## config.mk

```make
export PLATFORM = sky130hd
export DESIGN_NAME = ccsd_fifo
export DESIGN_NICKNAME = d
export VERILOG_FILES = /design/src/rtl/ccsd_fifo.sv
export SDC_FILE = /design/constraint.sdc
export NUM_CORES = 1
export LEC_CHECK = 0
export BUFFER_PORTS_ARGS = -buffer_cell sky130_fd_sc_hd__buf_2
export CORE_MARGIN = 4
export CORE_UTILIZATION = 35
export DETAILED_ROUTE_END_ITERATION = 8
export SETUP_SLACK_MARGIN = 0.5
export SYNTH_ARGS = -nofsm -noshare
export SYNTH_HDL_FRONTEND = slang
export SYNTH_SLANG_ARGS = --single-unit
```

## constraint.sdc

```tcl
create_clock -name clk_i -period 2 [get_ports clk_i]
set_input_delay 0.4 -clock clk_i [delete_from_list [all_inputs] [get_ports clk_i]]
set_output_delay 0.4 -clock clk_i [all_outputs]
set_load 0.02 [all_outputs]
```

## src/rtl/ccsd_fifo.sv

```systemverilog
// Small register queue used between the decryptor parts.
// No dependencies.
module ccsd_fifo #(
  parameter int WIDTH = 8,
  parameter int DEPTH = 2
) (
  input  logic             clk_i,
  input  logic             rst_ni,
  input  logic             push_i,
  input  logic [WIDTH-1:0] wdata_i,
  input  logic             pop_i,
  output logic [WIDTH-1:0] rdata_o,
  output logic             full_o,
  output logic             empty_o
);
  localparam int AW = (DEPTH > 1) ? $clog2(DEPTH) : 1;
  localparam int CW = $clog2(DEPTH + 1);

  logic [WIDTH-1:0] mem_q [DEPTH];
  logic [AW-1:0]    wptr_q, wptr_d, rptr_q, rptr_d;
  logic [CW-1:0]    cnt_q, cnt_d;
  logic             wr, rd;

  assign full_o  = (cnt_q == CW'(DEPTH));
  assign empty_o = (cnt_q == '0);
  assign wr      = push_i & ~full_o;
  assign rd      = pop_i & ~empty_o;
  assign rdata_o = mem_q[rptr_q];

  always_comb begin
    wptr_d = wptr_q;
    rptr_d = rptr_q;
    if (wr) begin
      wptr_d = (wptr_q == AW'(DEPTH - 1)) ? '0 : wptr_q + 1'b1;
    end
    if (rd) begin
      rptr_d = (rptr_q == AW'(DEPTH - 1)) ? '0 : rptr_q + 1'b1;
    end
    cnt_d = cnt_q + CW'(wr) - CW'(rd);
  end

  always_ff @(posedge clk_i or negedge rst_ni) begin
    if (!rst_ni) begin
      wptr_q <= '0;
      rptr_q <= '0;
      cnt_q  <= '0;
    end else begin
      wptr_q <= wptr_d;
      rptr_q <= rptr_d;
      cnt_q  <= cnt_d;
    end
  end

  always_ff @(posedge clk_i) begin
    if (wr) begin
      mem_q[wptr_q] <= wdata_i;
    end
  end
endmodule

```

==> key figures <==
Run status
  – Status: finished clean

Finish
  – Antenna Cells: 0
  – Final instance area: 1140 um2
  – # nets final: 90
  – Synth-to-layout area growth: 44.8%
  – Final Util: 55.6%
  – Fraction of layout cells with a size suffix above 1: 68.0%

Worst setup path
  – Setup CP Type: flop to output port
  – CP required: 1.60 ns
  – R2r setup slk: 0.53 ns
  – Worst setup SP type: flop
  – Crit Path Max Fanout: 5
  – CP Capture Type: output port
  – Data arrival, critical path: 1.29 ns

Timing
  – Final hold vios: 0
  – Setup TNS: 0 ns
  – Worst slew margin: 74.1%
  – Max Clk Rate: 591 MHz
  – Clock Skews: 0.0132 ns
  – Period utilization: 84.6%
  – Pins Over Slew Limit: 0
  – RSZ-0062 raised after global routing: yes
  – Fin Hold WS: 0.284 ns
  – Slew @ Worst Pin: 0.388 ns
  – Tmin final: 1.69 ns
  – Final setup vio count: 0

Route
  – WL/cell: 12.0 um
  – Drt initial violations: 4
  – Antenna Violating Nets Remaining: 0
  – Final wirelength: 1230 um
  – DR vias/cell: 4.40
  – Drt first pass iters: 3
  – Via count: 449
  – DR DRC count: 0

Global routing
  – Met3 Use GR: 3.73%
  – Vias in the first global route: 459
  – Total global routing overflow: 0
  – GR Util met1: 8.61%
  – Global-route wire length before repair: 2010 um
  – GR peak layer: met2
  – Initial antenna violation count: 0
  – Largest net degree at the start of global routing: 13
  – Gr usage total: 8.39%
  – Met2 usage: 14.9%

Clocking
  – CTS tree: built
  – Clock tree root buffer cell: clkbuf_4
  – Clock Sinks: 20
  – Later-pin clock latency in the skew report: 0.29 ns
  – Clock slew at reported path FFs: 0.11 ns
  – Clock tree buffer depth: 2
  – H-tree level count: 1
  – Total CTS buffers: 3

Logic synthesis
  – Seq/Total Area, Yosys: 74.0%
  – Top cell type's share of synthesized area: 61.2%
  – Register bit count reported by yosys: 20
  – Largest cells by area after synthesis: edfxtp_1 (61%), dfrtp_1 (13%), mux2_2 (11%), xnor2_1 (3.3%), ha_1 (3.2%)
  – Yosys top cell by area: edfxtp_1
  – Cells after Synth: 43
  – Synth Cell Area: 785 um2
  – Synth Warn #: 0
  – Netlist cell types: 14
  – Mapped Avg Cell Area: 18.2 um2
  – Syn_nets: 57

Power
  – Total Power: 0.00180 W
  – Lkg Pwr: 0.462 nW
  – P per Cell Area: 1580 nW/um2
  – Max VDD drop: 0.000937 V

Placement
  – Routability congestion estimate: 0.718
  – PortBufs: 21
  – Hpwl dp: 822 um
  – Placed cell areas: 925 um2

Floorplanning
  – Die H: 55.3 um
  – I/O pin cnt: 22
  – Die extent in x: 55.3 um
  – Initial core utilization: 38.4%
  – Row count: 16
  – Die area: 3060 um2
  – Core Box Area: 2040 um2

Min path
  – Hold/Removal Path Class: input port to flop

Run
  – Max-Cap Viols: 0
## flip-flops by register name, indices dropped and copies added (netlist names)
name    flops
mem_q      16
cnt_q       2
wptr_q      1
rptr_q      1
## synth_stat cells (all sizes together)
| library cell | number |
|---|---|
| nor2b | 1 |
| nor2 | 2 |
| mux2 | 8 |
| xor2 | 1 |
| nand2 | 1 |
| edfxtp | 16 |
| ha | 2 |
| and3 | 1 |
| dfrtp | 4 |
| nand2b | 1 |
| xnor2 | 3 |
| inv | 2 |
| buf | 1 |
## cell families (layout without fill, tap and decap cells)
logic type	after synthesis	count (layout)	share of synthesized area (%)
and+or+nand+nor	6	6	4.47
DFF	20	20	74.0
xor gates and xnor gates	4	4	4.47
adders and majority gates	2	2	3.19
muxes	8	8	11.5
buffers and inverters	3	35	2.39
## cell type report
type,instances,area (um2)
Fill cell,168,906
Multi-Input combinational cell,20,228
Inverter,2,7.51
Tap cell,27,33.8
Clock inverter,1,30.0
Clock buffer,3,22.5
Timing Repair Buffer,29,231
Sequential cell,20,583
## where the power goes
part	switching, W	internal [W]	total, W
combinational	0.000380	0.000456	0.000836
clock	0.000113	0.000203	0.000315
sequential	0.0000626	0.000586	0.000649
## placed cells by master (no fill, tap or decap), drive strengths merged
cell,instances
dfrtp,4
xnor2,3
inv,2
xor2,1
nand2,1
and3,1
nor2,2
ha,2
edfxtp,16
bufinv,1
clkbuf,3
dlygate4sd3,1
buf,28
mux2,8
nand2b,1
nor2b,1
## per-stage QoR
stage	cells	setup WS [ns]
3_3_place_gp	91	0.464
3_5_place_dp	91	0.432
5_1_grt	102	0.252
2_1_floorplan	43	0.500
6_report	102	0.307
4_1_cts	101	0.301
## path summary, 6_finish.rpt
kind                                  from           to  depth (start not counted)
worst max-delay path                rptr_q   rdata_o[1]                          3
worst min-delay path            wdata_i[2]  mem_q[0][2]                          1
worst max register to register    cnt_q[0]     cnt_q[1]                          7
worst min register to register      wptr_q       wptr_q                          1
max in group asynchronous           rst_ni       wptr_q                          2
min in group asynchronous           rst_ni     cnt_q[1]                          2
## worst max-delay path, cell delays in order (launching register included)
cell and delay [ns]:
dfrtp_2 0.39, buf_6 0.12, mux2_2 0.35, buf_6 0.13
## routing by layer
layer | wire [um] | share of wire, %
met1 | 539 | 44
met2 | 616 | 50
met3 | 60 | 4.9
met4 | 8 | 0.65
met5 | 0 | 0
## timing repair
item                                    in CTS  in global routing
gates resized for setup                     26                  6
endpoints found under the setup margin      10                 10
hold endpoints to repair                     4                  0
buffers inserted                             5                  1
pin swaps                                    2                  5
hold buffers                                 1                  0
Power figures use the tool's default switching activity.
