## src/rtl/ccsd_pkg.sv

```systemverilog
// Shared types, constants and AES helper functions of the CCM* CTR decryptor.
// No dependencies.
package ccsd_pkg;

  localparam logic [3:0] NonceMin    = 4'd7;
  localparam logic [3:0] NonceMax    = 4'd13;
  localparam logic [3:0] BlockTop    = 4'd15;
  localparam logic [3:0] NonceLenRst = 4'd13;
  localparam logic [7:0] ByteMask    = 8'hff;

  typedef enum logic [2:0] {
    REG_KEY_HIGH    = 3'd0,
    REG_KEY_LOW     = 3'd1,
    REG_NONCE_UPPER = 3'd2,
    REG_NONCE_LOWER = 3'd3,
    REG_NONCE_LEN   = 3'd4
  } ccsd_reg_e;

  // One queued byte with its classification.
  typedef struct packed {
    logic [7:0] cbyte;
    logic       fin;
    logic       bad;
    logic [3:0] pos;
    logic       first;
  } ccsd_entry_t;

  localparam logic [7:0] SBOX [256] = '{
    8'h63,8'h7c,8'h77,8'h7b,8'hf2,8'h6b,8'h6f,8'hc5,8'h30,8'h01,8'h67,8'h2b,8'hfe,8'hd7,8'hab,8'h76,
    8'hca,8'h82,8'hc9,8'h7d,8'hfa,8'h59,8'h47,8'hf0,8'had,8'hd4,8'ha2,8'haf,8'h9c,8'ha4,8'h72,8'hc0,
    8'hb7,8'hfd,8'h93,8'h26,8'h36,8'h3f,8'hf7,8'hcc,8'h34,8'ha5,8'he5,8'hf1,8'h71,8'hd8,8'h31,8'h15,
    8'h04,8'hc7,8'h23,8'hc3,8'h18,8'h96,8'h05,8'h9a,8'h07,8'h12,8'h80,8'he2,8'heb,8'h27,8'hb2,8'h75,
    8'h09,8'h83,8'h2c,8'h1a,8'h1b,8'h6e,8'h5a,8'ha0,8'h52,8'h3b,8'hd6,8'hb3,8'h29,8'he3,8'h2f,8'h84,
    8'h53,8'hd1,8'h00,8'hed,8'h20,8'hfc,8'hb1,8'h5b,8'h6a,8'hcb,8'hbe,8'h39,8'h4a,8'h4c,8'h58,8'hcf,
    8'hd0,8'hef,8'haa,8'hfb,8'h43,8'h4d,8'h33,8'h85,8'h45,8'hf9,8'h02,8'h7f,8'h50,8'h3c,8'h9f,8'ha8,
    8'h51,8'ha3,8'h40,8'h8f,8'h92,8'h9d,8'h38,8'hf5,8'hbc,8'hb6,8'hda,8'h21,8'h10,8'hff,8'hf3,8'hd2,
    8'hcd,8'h0c,8'h13,8'hec,8'h5f,8'h97,8'h44,8'h17,8'hc4,8'ha7,8'h7e,8'h3d,8'h64,8'h5d,8'h19,8'h73,
    8'h60,8'h81,8'h4f,8'hdc,8'h22,8'h2a,8'h90,8'h88,8'h46,8'hee,8'hb8,8'h14,8'hde,8'h5e,8'h0b,8'hdb,
    8'he0,8'h32,8'h3a,8'h0a,8'h49,8'h06,8'h24,8'h5c,8'hc2,8'hd3,8'hac,8'h62,8'h91,8'h95,8'he4,8'h79,
    8'he7,8'hc8,8'h37,8'h6d,8'h8d,8'hd5,8'h4e,8'ha9,8'h6c,8'h56,8'hf4,8'hea,8'h65,8'h7a,8'hae,8'h08,
    8'hba,8'h78,8'h25,8'h2e,8'h1c,8'ha6,8'hb4,8'hc6,8'he8,8'hdd,8'h74,8'h1f,8'h4b,8'hbd,8'h8b,8'h8a,
    8'h70,8'h3e,8'hb5,8'h66,8'h48,8'h03,8'hf6,8'h0e,8'h61,8'h35,8'h57,8'hb9,8'h86,8'hc1,8'h1d,8'h9e,
    8'he1,8'hf8,8'h98,8'h11,8'h69,8'hd9,8'h8e,8'h94,8'h9b,8'h1e,8'h87,8'he9,8'hce,8'h55,8'h28,8'hdf,
    8'h8c,8'ha1,8'h89,8'h0d,8'hbf,8'he6,8'h42,8'h68,8'h41,8'h99,8'h2d,8'h0f,8'hb0,8'h54,8'hbb,8'h16
  };

  function automatic logic [7:0] xtime(input logic [7:0] a);
    xtime = {a[6:0], 1'b0} ^ (a[7] ? 8'h1b : 8'h00);
  endfunction

  // Counter mask for a counter field of q bytes.
  function automatic logic [63:0] ctr_mask(input logic [3:0] q);
    logic [63:0] m;
    m = '0;
    for (int b = 0; b < 8; b++) begin
      m[8*b +: 8] = (4'(b) < q) ? ByteMask : 8'h00;
    end
    ctr_mask = m;
  endfunction

endpackage

```

## src/rtl/ccsd_front.sv

```systemverilog
// Front end: tracks block position and counter, classifies bytes, forms
// counter blocks for the AES unit. Depends on ccsd_pkg.
module ccsd_front
  import ccsd_pkg::*;
(
  input  logic          clk_i,
  input  logic          rst_ni,
  input  logic          accept_i,
  input  logic [7:0]    cipher_byte_i,
  input  logic          final_byte_i,
  input  logic [3:0]    nonce_length_i,
  input  logic [39:0]   nonce_upper_i,
  input  logic [63:0]   nonce_lower_i,
  output ccsd_entry_t   entry_o,
  output logic          req_push_o,
  output logic [127:0]  req_block_o
);
  logic [63:0]  ctr_q, ctr_d, ctr_m;
  logic [3:0]   pos_q, pos_d, pos_inc, q;
  logic         bad;
  logic [103:0] nonce;
  logic [127:0] blk;

  assign bad   = (nonce_length_i < NonceMin) || (nonce_length_i > NonceMax);
  assign q     = BlockTop - nonce_length_i;
  assign ctr_m = ctr_q & ctr_mask(q);
  assign nonce = {nonce_upper_i, nonce_lower_i};
  assign pos_inc = pos_q + 4'd1;

  // Flags byte, then nonce bytes, then the counter in the last q bytes.
  always_comb begin
    blk = '0;
    blk[127:120] = {4'd0, q - 4'd1};
    for (int i = 1; i < 14; i++) begin
      if (4'(i) <= nonce_length_i) begin
        blk[127-8*i -: 8] = nonce[111-8*i -: 8];
      end
    end
    for (int j = 0; j < 8; j++) begin
      if (4'(j) < q) begin
        blk[8*j +: 8] = ctr_m[8*j +: 8];
      end
    end
  end

  assign entry_o     = '{cbyte: cipher_byte_i, fin: final_byte_i, bad: bad,
                         pos: pos_q, first: (pos_q == 4'd0)};
  assign req_push_o  = accept_i & ~bad & (pos_q == 4'd0);
  assign req_block_o = blk;

  always_comb begin
    ctr_d = ctr_q;
    pos_d = pos_q;
    if (accept_i) begin
      if (!bad) begin
        pos_d = pos_inc;
        if (pos_inc == 4'd0) begin
          ctr_d = (ctr_q + 64'd1) & ctr_mask(q);
        end
      end
      if (final_byte_i) begin
        ctr_d = 64'd1;
        pos_d = 4'd0;
      end
    end
  end

  always_ff @(posedge clk_i or negedge rst_ni) begin
    if (!rst_ni) begin
      ctr_q <= 64'd1;
      pos_q <= 4'd0;
    end else begin
      ctr_q <= ctr_d;
      pos_q <= pos_d;
    end
  end
endmodule

```

## config.mk

```make
export PLATFORM = sky130hd
export DESIGN_NAME = ccsd_front
export DESIGN_NICKNAME = d
export VERILOG_FILES = /design/src/rtl/ccsd_pkg.sv /design/src/rtl/ccsd_front.sv
export SDC_FILE = /design/constraint.sdc
export NUM_CORES = 1
export LEC_CHECK = 0
export BUFFER_PORTS_ARGS = -buffer_cell sky130_fd_sc_hd__buf_4
export CAP_MARGIN = 20
export CORE_MARGIN = 2
export CORE_UTILIZATION = 47
export CTS_BUF_LIST = sky130_fd_sc_hd__clkbuf_8 sky130_fd_sc_hd__clkbuf_16
export DETAILED_ROUTE_END_ITERATION = 7
export HOLD_SLACK_MARGIN = 0.1
export PLACE_DENSITY = 0.82
export REMOVE_ABC_BUFFERS = 1
export SYNTH_ARGS = -nofsm -noshare
export SYNTH_HDL_FRONTEND = slang
export SYNTH_SLANG_ARGS = --single-unit
export TNS_END_PERCENT = 1
```

## constraint.sdc

```tcl
create_clock -name clk_i -period 3.2 [get_ports clk_i]
set_clock_uncertainty 0.05 [all_clocks]
set_input_delay 0.32 -clock clk_i [delete_from_list [all_inputs] [get_ports clk_i]]
set_output_delay 0.32 -clock clk_i [all_outputs]
set_load 0.1 [all_outputs]
```

==> out/qor.yml <==
async_reset_ff_share_pct: 100
synth_top_family_by_area: "simple AND/OR/NAND/NOR gates"
drv_cap: 0
dp_hpwl_um: 15700
mostFrequentLayoutCell: "buf_4"
hold_class: "input pin to register"
worstPathMaxFanout: 12
ir_drop_mv: 0.321
ys_seq_area_share_pct: 32.8
p_per_area_nw_per_um2: 408
leakagePower_nw: 3.33
cp_slowest_cell: "dfstp_2"
track_usage_pct: 33.8
r2r-start: "ctr_q[0]"
synth_edf_count: 0
worstPathArrival_ns: 3.06
grt-ovfl-total: 0
ys_warn_count: 0
path_clk_slew_ns: 0.08
syn_to_final_growth_pct: 40.3
cts-buffers-inserted: 9
drc: 0
wl_per_cell_um: 19.8
cts_buffer_depth: 2
finalSetupTns_ns: 0
die_y_um: 109
setup_violations: 0
core_area_um2: 10800
clkLatencyLatePin_ns: 0.36
dr.pass1.iters: 4
yosys.area_share.simple_pct: 35.4
status: "completed"
vias_per_cell: 5.86
max_stage_delay_ns: 0.62
synthMuxAreaShare_pct: 5.42
nFillCells: 901
final_cell_mix: "255 x buf_4, 70 x nand2_1, 70 x nor2_1, 67 x dfrtp_1, 58 x nor2b_1"
synth_compound_area_share_pct: 11.4
fin_crit_ns: 2.89
min_from: "final_byte_i"
synth_seq_cells: 68
initial_core_util_pct: 48.1
vias: 5984
grt_pass1_wl_um: 30600
drtIter0Drc: 523
rsz0062_at_grt: "no"
timing.fmax_ghz: 0.346
critical_path_class: "register to register"
cts_tree: "yes"
met1_usage_pct: 42.9
worstPathCellList: "ha_1, inv_1, nor4_2, nand2_1, nor4_1, xnor2_1, nor2_1"
tightest_slew_ns: 0.897
clock-root-buffer: "clkbuf_8"
drv_slew: 0
setup.worst_path.start_class: "register"
critical-path-top-delay-family: "simple AND/OR/NAND/NOR gates"
hold_viol: 0
use_met3_pct: 7.59
rows: 38
syn_avg_cell_area_um2: 8.02
post_cts_buffers: 0
grt_busiest_layer: "met2"
io_buffers: 243
die_width_um: 109
cp.required_ns: 3.37
ys_types: 49
fin_util_pct: 67.5
min_period_over_period_pct: 90.3
ant_nets: 0
slew_headroom_pct: 40.2
antenna_cells: 0
cts.sinks: 68
synth-adder-area-share_pct: 1.45
io_pins: 264
htree_num_levels: 3
synthXorXnorAreaFrac_pct: 7.93
syn_inst: 648
drive_above_1_share_pct: 34.8
grt_use_met2_pct: 56.0
netlist_area_um2: 5190
antenna_found_initial: 0
fp.dieArea_um2: 11900
grt_pass1_vias: 5523
critPathCaptureType: "register"
gp_congestion: 0.984
cp-startpoint: "ctr_q[0]"
path_buf_inv: 1
fin_nets: 1003
synth_ff_type: "dfrtp_1"
grt_max_degree: 69
wl_um: 20200
-- flip-flops by register name, summed over array words and instances, names as in the netlist --
register and flops:
ctr_q 64, pos_q 4
-- layer usage --
layer	up-vias	wire length [um]
li1	2733	-
met1	2849	7890
met2	346	9790
met3	56	1820
met4	0	697
met5	-	0
-- synthesized netlist by cell type (8+ instances only) --
library cell	instances	share of area, %
nand3_1	34	3.3
nor2_1	70	5.1
a21oi_1	17	1.6
xnor2_1	44	7.4
and3_1	9	1.1
inv_1	16	1.2
dfrtp_1	67	32
nor4_1	31	3.7
o21ai_0	28	2.7
nor2b_1	58	7.0
mux2_2	25	5.4
clkbuf_1	15	1.1
nand2_1	70	5.1
nor3_1	24	2.3
nand4_1	24	2.9
buf_4	16	2.3
and2_1	16	1.9
o31ai_1	8	1.2
a22o_1	17	2.9
-- final cells by class --
class,count,area [um2],area share [%]
Tap cell,140,175,2.40
Inverter,16,60.1,0.824
Clock buffer,9,124,1.70
Sequential cell,68,1700,23.4
Multi-Input combinational cell,526,3230,44.4
Timing Repair Buffer,256,1920,26.4
Clock inverter,7,67.6,0.927
-- final timing paths --
check | end | slack, ns | depth (start not counted)
setup / recovery | ctr_q[62] | 0.31 | 7
hold / removal | pos_q[2] | 0.19 | 2
setup reg to reg | ctr_q[62] | 0.31 | 7
hold reg to reg | ctr_q[10] | 0.47 | 1
max in group asynchronous | ctr_q[16] | 1.97 | 2
min in group asynchronous | ctr_q[1] | 0.58 | 2
-- per-stage QoR --
step / area, um2 / cells / hold WS (ns) / total power, mW / setup slack (ns)
final: 7290 / 1022 / 0.186 / 2.97 / 0.312
after global routing: 7290 / 1022 / 0.175 / 3.06 / 0.121
after CTS: 7290 / 1022 / 0.172 / 2.97 / 0.408
after detailed placement: 7090 / 1005 / 0.440 / 2.27 / 0.442
after global placement: 7090 / 1005 / 0.422 / 2.26 / 0.572
after floorplan: 4980 / 610 / -0.0256 / 1.86 / -1.72
-- kinds of logic after synthesis --
kind of cell / after synthesis
AOI/OAI and AO/OA: 91
xor gates and xnor gates: 47
adders and majority gates: 6
buffers and inverters: 57
DFF: 68
muxes: 25
other: 1
and+or+nand+nor: 353
-- repair_timing --
item / 4_1_cts / 5_1_grt
resized for setup: 0 / 0
hold endpoints to repair: 67 / 0
hold buffers: 1 / 0
-- report_power, final --
part	leakage (nW)	switching, mW	internal [mW]
combinational	2.30	1.05	0.307
sequential	0.943	0.0278	0.875
clock	0.0910	0.357	0.355
total	3.33	1.44	1.54
(Power assumes the default switching activity.)
