`src/rtl/ccsd_pkg.sv`:
```
// Shared types, constants and AES helper functions of the CCM* CTR decryptor.
// No dependencies.
package ccsd_pkg;

  localparam logic [3:0] NonceMin    = 4'd7;
  localparam logic [3:0] NonceMax    = 4'd13;
  localparam logic [3:0] BlockTop    = 4'd15;
  localparam logic [3:0] NonceLenRst = 4'd13;
  localparam logic [7:0] ByteMask    = 8'hff;

  typedef enum logic [2:0] {
    REG_KEY_HIGH    = 3'd0,
    REG_KEY_LOW     = 3'd1,
    REG_NONCE_UPPER = 3'd2,
    REG_NONCE_LOWER = 3'd3,
    REG_NONCE_LEN   = 3'd4
  } ccsd_reg_e;

  // One queued byte with its classification.
  typedef struct packed {
    logic [7:0] cbyte;
    logic       fin;
    logic       bad;
    logic [3:0] pos;
    logic       first;
  } ccsd_entry_t;

  localparam logic [7:0] SBOX [256] = '{
    8'h63,8'h7c,8'h77,8'h7b,8'hf2,8'h6b,8'h6f,8'hc5,8'h30,8'h01,8'h67,8'h2b,8'hfe,8'hd7,8'hab,8'h76,
    8'hca,8'h82,8'hc9,8'h7d,8'hfa,8'h59,8'h47,8'hf0,8'had,8'hd4,8'ha2,8'haf,8'h9c,8'ha4,8'h72,8'hc0,
    8'hb7,8'hfd,8'h93,8'h26,8'h36,8'h3f,8'hf7,8'hcc,8'h34,8'ha5,8'he5,8'hf1,8'h71,8'hd8,8'h31,8'h15,
    8'h04,8'hc7,8'h23,8'hc3,8'h18,8'h96,8'h05,8'h9a,8'h07,8'h12,8'h80,8'he2,8'heb,8'h27,8'hb2,8'h75,
    8'h09,8'h83,8'h2c,8'h1a,8'h1b,8'h6e,8'h5a,8'ha0,8'h52,8'h3b,8'hd6,8'hb3,8'h29,8'he3,8'h2f,8'h84,
    8'h53,8'hd1,8'h00,8'hed,8'h20,8'hfc,8'hb1,8'h5b,8'h6a,8'hcb,8'hbe,8'h39,8'h4a,8'h4c,8'h58,8'hcf,
    8'hd0,8'hef,8'haa,8'hfb,8'h43,8'h4d,8'h33,8'h85,8'h45,8'hf9,8'h02,8'h7f,8'h50,8'h3c,8'h9f,8'ha8,
    8'h51,8'ha3,8'h40,8'h8f,8'h92,8'h9d,8'h38,8'hf5,8'hbc,8'hb6,8'hda,8'h21,8'h10,8'hff,8'hf3,8'hd2,
    8'hcd,8'h0c,8'h13,8'hec,8'h5f,8'h97,8'h44,8'h17,8'hc4,8'ha7,8'h7e,8'h3d,8'h64,8'h5d,8'h19,8'h73,
    8'h60,8'h81,8'h4f,8'hdc,8'h22,8'h2a,8'h90,8'h88,8'h46,8'hee,8'hb8,8'h14,8'hde,8'h5e,8'h0b,8'hdb,
    8'he0,8'h32,8'h3a,8'h0a,8'h49,8'h06,8'h24,8'h5c,8'hc2,8'hd3,8'hac,8'h62,8'h91,8'h95,8'he4,8'h79,
    8'he7,8'hc8,8'h37,8'h6d,8'h8d,8'hd5,8'h4e,8'ha9,8'h6c,8'h56,8'hf4,8'hea,8'h65,8'h7a,8'hae,8'h08,
    8'hba,8'h78,8'h25,8'h2e,8'h1c,8'ha6,8'hb4,8'hc6,8'he8,8'hdd,8'h74,8'h1f,8'h4b,8'hbd,8'h8b,8'h8a,
    8'h70,8'h3e,8'hb5,8'h66,8'h48,8'h03,8'hf6,8'h0e,8'h61,8'h35,8'h57,8'hb9,8'h86,8'hc1,8'h1d,8'h9e,
    8'he1,8'hf8,8'h98,8'h11,8'h69,8'hd9,8'h8e,8'h94,8'h9b,8'h1e,8'h87,8'he9,8'hce,8'h55,8'h28,8'hdf,
    8'h8c,8'ha1,8'h89,8'h0d,8'hbf,8'he6,8'h42,8'h68,8'h41,8'h99,8'h2d,8'h0f,8'hb0,8'h54,8'hbb,8'h16
  };

  function automatic logic [7:0] xtime(input logic [7:0] a);
    xtime = {a[6:0], 1'b0} ^ (a[7] ? 8'h1b : 8'h00);
  endfunction

  // Counter mask for a counter field of q bytes.
  function automatic logic [63:0] ctr_mask(input logic [3:0] q);
    logic [63:0] m;
    m = '0;
    for (int b = 0; b < 8; b++) begin
      m[8*b +: 8] = (4'(b) < q) ? ByteMask : 8'h00;
    end
    ctr_mask = m;
  endfunction

endpackage

```
`src/rtl/ccsd_back.sv`:
```
// Back end: pairs queued bytes with keystream blocks and holds the result
// register. Depends on ccsd_pkg.
module ccsd_back
  import ccsd_pkg::*;
(
  input  logic          clk_i,
  input  logic          rst_ni,
  input  ccsd_entry_t   entry_i,
  input  logic          entry_empty_i,
  output logic          entry_pop_o,
  input  logic [127:0]  ks_i,
  input  logic          ks_empty_i,
  output logic          ks_pop_o,
  output logic          empty_o,
  input  logic          pop_i,
  output logic [7:0]    plain_byte_o,
  output logic          end_of_message_o,
  output logic          bad_nonce_length_o
);
  logic [127:0] cur_q, ks_use;
  logic         ov_q, ov_d, slot_free, need_ks, go;
  logic [7:0]   pb_q, pb_d;
  logic         eom_q, bad_q;

  assign slot_free = ~ov_q | pop_i;
  assign need_ks   = ~entry_i.bad & entry_i.first;
  assign go        = slot_free & ~entry_empty_i & (~need_ks | ~ks_empty_i);
  assign entry_pop_o = go;
  assign ks_pop_o    = go & need_ks;
  assign ks_use      = entry_i.first ? ks_i : cur_q;
  assign pb_d        = entry_i.bad ? 8'h00 : (entry_i.cbyte ^ ks_use[127-8*entry_i.pos -: 8]);

  always_comb begin
    ov_d = ov_q;
    if (pop_i && ov_q) begin
      ov_d = 1'b0;
    end
    if (go) begin
      ov_d = 1'b1;
    end
  end

  always_ff @(posedge clk_i or negedge rst_ni) begin
    if (!rst_ni) begin
      ov_q <= 1'b0;
    end else begin
      ov_q <= ov_d;
    end
  end

  always_ff @(posedge clk_i) begin
    if (go) begin
      pb_q  <= pb_d;
      eom_q <= entry_i.fin;
      bad_q <= entry_i.bad;
    end
    if (ks_pop_o) begin
      cur_q <= ks_i;
    end
  end

  assign empty_o            = ~ov_q;
  assign plain_byte_o       = pb_q;
  assign end_of_message_o   = eom_q;
  assign bad_nonce_length_o = bad_q;
endmodule

```
`config.mk`:
```
export PLATFORM = sky130hd
export DESIGN_NAME = ccsd_back
export DESIGN_NICKNAME = d
export VERILOG_FILES = /design/src/rtl/ccsd_pkg.sv /design/src/rtl/ccsd_back.sv
export SDC_FILE = /design/constraint.sdc
export NUM_CORES = 1
export LEC_CHECK = 0
export BUFFER_PORTS_ARGS = -buffer_cell sky130_fd_sc_hd__buf_2
export CAP_MARGIN = 20
export CORE_MARGIN = 8
export CORE_UTILIZATION = 35
export CTS_BUF_LIST = sky130_fd_sc_hd__clkbuf_8 sky130_fd_sc_hd__clkbuf_16
export CTS_CLUSTER_DIAMETER = 40
export DETAILED_ROUTE_END_ITERATION = 8
export SLEW_MARGIN = 20
export SYNTH_ARGS = -nofsm -noshare
export SYNTH_HDL_FRONTEND = slang
export SYNTH_SLANG_ARGS = --single-unit
```
`constraint.sdc`:
```
create_clock -name clk_i -period 8.3 [get_ports clk_i]
set_clock_uncertainty 0.2 [all_clocks]
set_input_delay 1.66 -clock clk_i [delete_from_list [all_inputs] [get_ports clk_i]]
set_output_delay 1.66 -clock clk_i [all_outputs]
set_load 0.01 [all_outputs]
```
==> impl_metrics.tcl, run 1 <==
set metrics [dict create \
    crit_chain "buf_6, a31o_2, a21oi_2, and3_4, buf_2" \
    grt_max_degree 73 \
    synth_seq_cells 139 \
    ant_nets 0 \
    swShare 0.230 \
    fin_setup_tns_ns 0 \
    synth_xor_area_frac 0 \
    post-route-period-util 0.697 \
    p_leak_nw 3.29 \
    multi_input_area_um2 2280 \
    seqCellArea_um2 4170 \
    cap_violations 0 \
    place.gp.congestion 0.748 \
    path_class "input pin to output pin" \
    antennaDiodeCount 0 \
    vias_per_cell 5.18 \
    dieArea_um2 23700 \
    slew_headroom 0.311 \
    intPower_mw 1.38 \
    place_hpwl_um 13100 \
    synth-compound-area-share 0.0990 \
    grt_pass1_vias 4812 \
    ctsRootBufferMaster "clkbuf_16" \
    whs_ns 0.384 \
    die_h_um 154 \
    wl_per_cell_um 22.1 \
    crit_arrival_ns 3.92 \
    place_ws_ns 2.10 \
    synth-simple-area-share 0.0348 \
    clockPowerShare 0.451 \
    synthDistinctLibCells 25 \
    antenna_found_initial 0 \
    grt_use_total 0.158 \
    switchingPower_mw 0.412 \
    muxShareOfSynthArea 0.206 \
    setup_violations 0 \
    die_x_um 154 \
    cts_num_sinks 139 \
    setup_slack_ns 2.52 \
    cp_top_family "compound AO/OA/AOI/OAI gates" \
    rsz0062_at_grt "false" \
    status "completed" \
    cts_tree "built" \
    drv_slew 0 \
    clk_path_buf_depth 2 \
    start_kind "input pin" \
    clk_latency_ns 0.43 \
    fin_cells 842 \
    hold_violations 0 \
    crit_path_max_incr_delay_ns 0.79 \
    gr-total-overflow 0 \
    htree_levels 4 \
    drive_gt1_frac 0.347 \
    synth_cells 444 \
    port_buffers 160 \
    synth_top_family_by_area "multiplexers" \
    fillers 1671 \
    grt_pass1_wl_um 28600 \
    yosys_warnings 0 \
    ir_worst_vdd_uv 145 \
    syn_area_per_cell_um2 15.0 \
    path_max_fanout 68 \
    yosys.area_share.adder 0 \
    area_delta_synth_final_pct 23.6 \
    drc 0 \
    numCtsBuffers 17 \
    synth_area_um2 6660 \
    fin_crit_ns 5.78 \
    nNetsFinal 743 \
    tightest_slew_ns 1.03 \
    dr.pass1.iters 4 \
    seq_area_frac_synth 0.626 \
    finalPower_mw 1.79 \
    drt_iter0_markers 334 \
    syn_nets 592 \
    post-cts-setup-buffers 0 \
    vias 4359 \
    path_buf_inv 2 \
    ctsHoldBuffers 0 \
    cts_resized 0 \
    hp-class "register to register" \
    io_pins 161 \
    p_comb_frac 0.102 \
    max_freq_mhz 173 \
    coreArea_um2 18700 \
    critPathSlowestCell "and3_4" \
    crit_required_ns 6.44 \
    path_clk_slew_ns 0.06 \
    drt-total-wl_um 18600 \
    dp.cells 810 \
    p_per_area_nw_per_um2 218 \
    end_kind "output pin" \
    p_seq_frac 0.447 \
    num_rows 50 \
    start_util 0.356 \
]
-- layer usage --
layer / vias up / GRT usage / wire length [um]
met1: 2109 / 0.208 / 8720
met5: - / 0 / 0
met3: 12 / 0.0451 / 1090
met2: 152 / 0.247 / 8590
met4: 0 / 0.0518 / 173
li1: 2086 / - / -
-- final timing paths --
kind / from / endpoint / slack (ns) / depth (start not counted)
worst max-delay path: entry_i[0] / ks_pop_o / 2.52 / 5
min in group asynchronous: rst_ni / ov_q$_DFFE_PN0P_ / 0.80 / 1
worst max register to register: ov_q$_DFFE_PN0P_ / cur_q[35]$_DFFE_PP_ / 5.05 / 3
worst min register to register: ov_q$_DFFE_PN0P_ / ov_q$_DFFE_PN0P_ / 0.38 / 2
max in group asynchronous: rst_ni / ov_q$_DFFE_PN0P_ / 7.02 / 1
worst min-delay path: ov_q$_DFFE_PN0P_ / ov_q$_DFFE_PN0P_ / 0.38 / 2
-- synthesized netlist by cell type (all sizes together) --
cell type / instances / area share
edfxtp: 138 / 0.62
mux2i: 128 / 0.19
a22oi: 64 / 0.072
a21oi: 33 / 0.025
buf: 18 / 0.021
clkbuf: 16 / 0.011
nor2b: 10 / 0.0094
nor2: 9 / 0.0051
mux2: 8 / 0.014
nor4: 8 / 0.015
inv: 3 / 0.0017
nand2b: 2 / 0.0019
a31o: 1 / 0.0013
and2: 1 / 0.00094
and3: 1 / 0.00094
dfrtp: 1 / 0.0038
nand2: 1 / 0.00056
o21ai: 1 / 0.00075
or2: 1 / 0.00094
-- worst register-to-register path, stage by stage (launching register included) --
cell and delay (ns):
dfrtp_1 0.40, a21oi_2 0.54, and3_4 0.80, buf_4 0.89
-- cell type report --
type / instances / share of cell area
clock buffers: 17 / 0.0517
clock inverters: 15 / 0.0242
inverters: 3 / 0.00137
multi-input cells: 268 / 0.277
flip-flops and latches: 139 / 0.507
well taps: 234 / 0.0356
repair buffers: 166 / 0.104
-- flip-flops by register name, indices dropped and copies added (netlist names) --
register	count
bad_nonce_length_o	1
cur_q	128
end_of_message_o	1
ov_q	1
plain_byte_o	8
-- logic make-up after synthesis --
family	Yosys count
flops	139
mux	136
compound gates	99
buf+inv	37
simple gates	33
-- layout by cell type, fill, tap and decap left out, drive strengths merged --
cell type,n
nor2b,10
inv,6
nor2,9
a21oi,33
clkbuf,17
nand2b,2
and3,1
edfxtp,138
a22oi,64
a31o,1
mux2i,128
or2,1
clkinvlp,3
mux2,8
dfrtp,1
clkinv,5
buf,166
and2,1
nand2,1
o21ai,1
nor4,8
bufinv,4
-- power by group through the flow --
| stage | logic [mW] | clock network, mW | registers, mW |
|---|---|---|---|
| finish | 0.183 | 0.807 | 0.801 |
| global route | 0.199 | 0.856 | 0.802 |
| CTS | 0.185 | 0.824 | 0.801 |
| detailed placement | 0.184 | 0 | 0.816 |
| global placement | 0.181 | 0 | 0.815 |
| floorplan | 0.103 | 0 | 0.819 |
-- through the flow --
step,area (um^2),utilization
after floorplan,6660,-
after global placement,7600,0.406
after detailed placement,7600,0.406
after CTS,8220,0.440
after global routing,8230,0.440
final,8230,0.440
(Power assumes the default switching activity.)
==> inputs of run 2 (changes only) <==
==> constraint.sdc (replaced) <==
create_clock -name clk_i -period 5.8 [get_ports clk_i]
set_clock_uncertainty 0.2 [all_clocks]
set_input_delay 1.16 -clock clk_i [delete_from_list [all_inputs] [get_ports clk_i]]
set_output_delay 1.16 -clock clk_i [all_outputs]
set_load 0.01 [all_outputs]
==> impl_metrics.tcl, run 2 (same netlist as run 1, synthesis figures left out) <==
set metrics [dict create \
    slew_headroom 0.338 \
    r2r-start "ov_q$_DFFE_PN0P_" \
    ctsRootBufferMaster "clkbuf_16" \
    ctsHoldBuffers 0 \
    grt_pass1_wl_um 28900 \
    numCtsBuffers 17 \
    htree_levels 4 \
    crit_chain "buf_6, a31o_2, a21oi_1, buf_4, buf_2" \
    hold_violations 0 \
    post-route-period-util 0.688 \
    drv_slew 0 \
    fillers 1715 \
    cts_tree "built" \
    fin_crit_ns 3.99 \
    p_leak_nw 3.28 \
    coreArea_um2 18700 \
    grt_max_degree 84 \
    ant_nets 0 \
    cap_violations 0 \
    drt-total-wl_um 19300 \
    place_hpwl_um 14000 \
    nNetsFinal 745 \
    drc 0 \
    die_h_um 154 \
    cts_num_sinks 139 \
    antenna_found_initial 0 \
    largest-register "cur_q" \
    path_max_fanout 83 \
    place.gp.congestion 0.783 \
    layout_commonest_cell "buf_2" \
    io_pins 161 \
    p_per_area_nw_per_um2 299 \
    global_route.usage.met2 0.260 \
    fin_setup_tns_ns 0 \
    grt_pass1_vias 4774 \
    drive_gt1_frac 0.343 \
    die_x_um 154 \
    largest_reg_flops 128 \
    ir_worst_vdd_uv 193 \
    max_freq_mhz 251 \
    clk_latency_ns 0.42 \
    seqCellArea_um2 4170 \
    antennaDiodeCount 0 \
    hp-class "input pin to async pin" \
    multi_input_area_um2 2270 \
    crit_arrival_ns 2.63 \
    post-cts-setup-buffers 0 \
    num_rows 50 \
    grtUsageMet1 0.207 \
    r2r_slack_ns 3.59 \
    setup_violations 0 \
    start_util 0.356 \
    most-common-layout-cells "159 x buf_2, 138 x edfxtp_1, 128 x mux2i_1" \
    port_buffers 160 \
    cts_resized 0 \
    gr-total-overflow 0 \
    wl_per_cell_um 22.9 \
    critPathSlowestCell "buf_6" \
    crit_path_max_incr_delay_ns 0.69 \
    area_delta_synth_final_pct 23.0 \
    reg2reg_depth 3 \
    finalPower_mw 2.45 \
    r2r_end "cur_q[118]$_DFFE_PP_" \
    start_kind "input pin" \
    busiest_layer "met2" \
    dieArea_um2 23700 \
    met3_usage 0.0504 \
    drt_iter0_markers 280 \
    vias_per_cell 5.34 \
    path_class "input pin to output pin" \
    grt_use_total 0.163 \
    vias 4509 \
    crit_required_ns 4.44 \
    tightest_slew_ns 0.993 \
    path_clk_slew_ns 0.06 \
    cp_top_family "buffers and inverters" \
    end_kind "output pin" \
    clk_path_buf_depth 2 \
    path_buf_inv 3 \
    dr.pass1.iters 4 \
    status "completed" \
    rsz0062_at_grt "false" \
]
==> run 2: area by class of cell <==
cell class	count	area share
flip-flops and latches	139	0.509
multi-input cells	268	0.278
repair buffers	168	0.107
clock buffers	17	0.0520
well taps	234	0.0358
clock inverters	15	0.0165
inverters	3	0.00138
==> run 2: metal layers <==
layer,vias up,share of wire
met3,22,0.064
met1,2253,0.44
met2,152,0.47
met4,0,0.020
met5,-,0
li1,2082,-
==> run 2: report_power, final <==
part	total [mW]	internal, mW	switching [mW]	leakage, nW
combinational	0.266	0.115	0.151	1.73
clock	1.04	0.623	0.415	0.277
sequential	1.15	1.14	0.00782	1.27
total	2.45	1.88	0.574	3.28
==> run 2: worst reg2reg max path: cells and delay by family (launching register included) <==
kind                   cells  cell delay (ns)
flip-flops                 1             0.38
AO/OA/AOI/OAI              1             0.18
buffers and inverters      1             0.76
AND/OR/NAND/NOR            1             0.25
==> run 2: worst max path at each step <==
stage               start                             to  cells past startpoint
2_1_floorplan  entry_i[0]                       ks_pop_o                      6
3_3_place_gp   entry_i[0]  plain_byte_o[3]$_SDFFCE_PP0P_                      7
3_5_place_dp   entry_i[0]  plain_byte_o[3]$_SDFFCE_PP0P_                      7
4_1_cts        entry_i[0]                    entry_pop_o                      5
5_1_grt        entry_i[0]                    entry_pop_o                      5
6_report       entry_i[0]                    entry_pop_o                      5
==> run 2: through the flow <==
step / utilization / setup slack, ns / std cells / area (um^2) / hold WS (ns)
finish: 0.438 / 1.81 / 844 / 8190 / 0.302
global route: 0.438 / 1.74 / 844 / 8190 / 0.283
CTS: 0.438 / 1.82 / 844 / 8190 / 0.285
detailed placement: 0.408 / 1.76 / 812 / 7630 / 0.362
global placement: 0.408 / 1.79 / 812 / 7630 / 0.358
floorplan: - / 0.0944 / 444 / 6660 / 0.369
==> inputs of run 3 (changes only) <==
--- a/config.mk
+++ b/config.mk
@@ -5,6 +5,7 @@
 export SDC_FILE = /design/constraint.sdc
 export NUM_CORES = 1
 export LEC_CHECK = 0
+export ABC_AREA = 1
 export BUFFER_PORTS_ARGS = -buffer_cell sky130_fd_sc_hd__buf_2
 export CAP_MARGIN = 20
 export CORE_MARGIN = 8
==> constraint.sdc (replaced) <==
create_clock -name clk_i -period 3.95 [get_ports clk_i]
set_clock_uncertainty 0.2 [all_clocks]
set_input_delay 0.79 -clock clk_i [delete_from_list [all_inputs] [get_ports clk_i]]
set_output_delay 0.79 -clock clk_i [all_outputs]
set_load 0.01 [all_outputs]
==> impl_metrics.tcl, run 3 <==
set metrics [dict create \
    slew_headroom 0.378 \
    drc 0 \
    end_kind "output pin" \
    io_pins 161 \
    clk_path_buf_depth 2 \
    hold_violations 0 \
    clk_latency_ns 0.43 \
    numCtsBuffers 17 \
    port_buffers 160 \
    crit_path_max_incr_delay_ns 0.34 \
    die_x_um 156 \
    wl_per_cell_um 18.0 \
    startpoint "entry_i[5]" \
    swShare 0.246 \
    fillers 1949 \
    nNetsFinal 1060 \
    synth_cells 773 \
    fin_crit_ns 3.11 \
    ir_worst_vdd_uv 323 \
    drive_gt1_frac 0.221 \
    cp_top_family "buffers and inverters" \
    largest_reg_flops 128 \
    path_max_fanout 9 \
    synthArstFlopShare 0.00719 \
    synth_most_common_cell "nand2_1" \
    synth.top_cells.by_count "338 x nand2_1, 211 x nand3_1, 138 x edfxtp_1, 29 x buf_2, 15 x nor2_1" \
    vias_per_cell 4.92 \
    num_rows 51 \
    place_hpwl_um 14400 \
    yosysTopAreaCellShare 0.601 \
    rsz0062_at_grt "false" \
    syn_nets 921 \
    critPathSlowestCell "a31o_4" \
    design_area_um2 8500 \
    r2r-start "ov_q$_DFFE_PN0P_" \
    path_class "input pin to output pin" \
    post-route-period-util 0.787 \
    synth_seq_cells 139 \
    p_leak_nw 3.62 \
    switchingPower_mw 0.918 \
    start_util 0.355 \
    max_freq_mhz 322 \
    grt_pass1_wl_um 32800 \
    ctsRootBufferMaster "clkbuf_16" \
    yosys_warnings 0 \
    seq_area_frac_synth 0.605 \
    crit_arrival_ns 2.12 \
    synth_area_um2 6890 \
    dp.cells 1157 \
    hp-class "input pin to register" \
    synthDistinctLibCells 16 \
    dr.pass1.iters 5 \
    ys_top_cells_by_area "edfxtp_1 60%, nand2_1 18%, nand3_1 15%" \
    crit_required_ns 2.96 \
    cts_num_sinks 139 \
    antennaDiodeCount 0 \
    largest-register "cur_q" \
    crit_chain "buf_2, clkinv_1, a31o_4, nor4_4, buf_2" \
    drv_slew 0 \
    yosys.area.top_type "edfxtp_1" \
    p_per_area_nw_per_um2 438 \
    path_buf_inv 3 \
    post-cts-setup-buffers 0 \
    worstHoldStart "entry_i[6]" \
    ant_nets 0 \
    dpl_cell_area_um2 7910 \
    cap_violations 0 \
    tightest_slew_ns 0.932 \
    synth_edf_count 138 \
    status "completed" \
    most-common-layout-cells "338 x nand2_1, 211 x nand3_1, 159 x buf_2" \
    fin_cells 1190 \
    intPower_mw 2.81 \
    layout_commonest_cell "nand2_1" \
    path_clk_slew_ns 0.06 \
    place.gp.congestion 0.776 \
    dieArea_um2 24400 \
    coreArea_um2 19400 \
    clockPowerShare 0.430 \
    grt_pass1_vias 5777 \
    drt_iter0_markers 495 \
    cpMostUsedCell "buf_2" \
    p_seq_frac 0.451 \
    antenna_found_initial 2 \
    synth_flop_cell "edfxtp_1" \
    drt-total-wl_um 21400 \
    gr-total-overflow 0 \
    area_delta_synth_final_pct 23.4 \
    syn_area_per_cell_um2 8.92 \
    htree_levels 4 \
    grt_max_degree 129 \
    final_util 0.438 \
    grt_use_total 0.175 \
    setup_violations 0 \
    start_kind "input pin" \
    p_comb_frac 0.119 \
    vias 5852 \
    die_h_um 156 \
    cts_tree "built" \
]
==> run 3: cell types whose count changed after synthesis, moves of 10 or more <==
cell | previous run | this run
nand2_1 | 1 | 338
nand3_1 | 0 | 211
mux2i_1 | 128 | 0
a22oi_1 | 64 | 0
a21oi_1 | 33 | 3
buf_2 | 6 | 29
nor2b_1 | 10 | 0
==> run 3: path summary, 6_finish.rpt <==
check                           depth (start not counted)                         end  slack (ns)
worst max register to register                          4        cur_q[113]$_DFFE_PP_        1.92
worst max-delay path                                    5                    ks_pop_o        0.84
worst min register to register                          2            ov_q$_DFFE_PN0P_        0.36
max in group asynchronous                               2            ov_q$_DFFE_PN0P_        2.99
min in group asynchronous                               2            ov_q$_DFFE_PN0P_        0.47
worst min-delay path                                    1  end_of_message_o$_DFFE_PP_        0.34
==> run 3: repair_timing <==
action / CTS / global route
resized for setup: 0 / 0
setup endpoints to repair: 0 / 0
endpoints found under the hold margin: 1 / 0
hold buffers: 1 / 0
==> run 3: area by class of cell <==
type	count	area (um^2)	area share
Sequential cell	139	4170	0.490
Multi-Input combinational cell	570	2440	0.287
Timing Repair Buffer	172	933	0.110
Clock buffer	17	425	0.0500
Tap cell	265	332	0.0390
Clock inverter	15	158	0.0185
Inverter	12	47.5	0.00559
==> run 3: routing by layer <==
| layer | wire, um | track usage |
|---|---|---|
| met1 | 9890 | 0.242 |
| met2 | 9850 | 0.264 |
| met3 | 1240 | 0.0381 |
| met4 | 443 | 0.0645 |
| met5 | 13 | 0 |
==> run 3: kinds of logic after synthesis <==
group           after synthesis  synth area share
simple gates                565             0.346
flops                       139             0.605
compound gates                5           0.00417
buf+inv                      64            0.0445
==> run 3: power by group through the flow <==
stage	sequential [mW]	combinational [mW]	clock, mW
2_1_floorplan	1.72	0.250	0
3_3_place_gp	1.71	0.441	0
3_5_place_dp	1.71	0.445	0
4_1_cts	1.68	0.446	1.63
5_1_grt	1.69	0.498	1.68
6_report	1.68	0.444	1.60
==> run 3: per-stage QoR <==
| step | hold WS (ns) | setup slack (ns) | power (mW) | TNS, ns |
|---|---|---|---|---|
| 2_1_floorplan | 0.294 | -2.46 | 1.97 | -286.61 |
| 3_3_place_gp | 0.375 | 0.844 | 2.15 | 0 |
| 3_5_place_dp | 0.355 | 0.822 | 2.16 | 0 |
| 4_1_cts | 0.325 | 0.820 | 3.76 | 0 |
| 5_1_grt | 0.333 | 0.734 | 3.86 | 0 |
| 6_report | 0.343 | 0.842 | 3.73 | 0 |
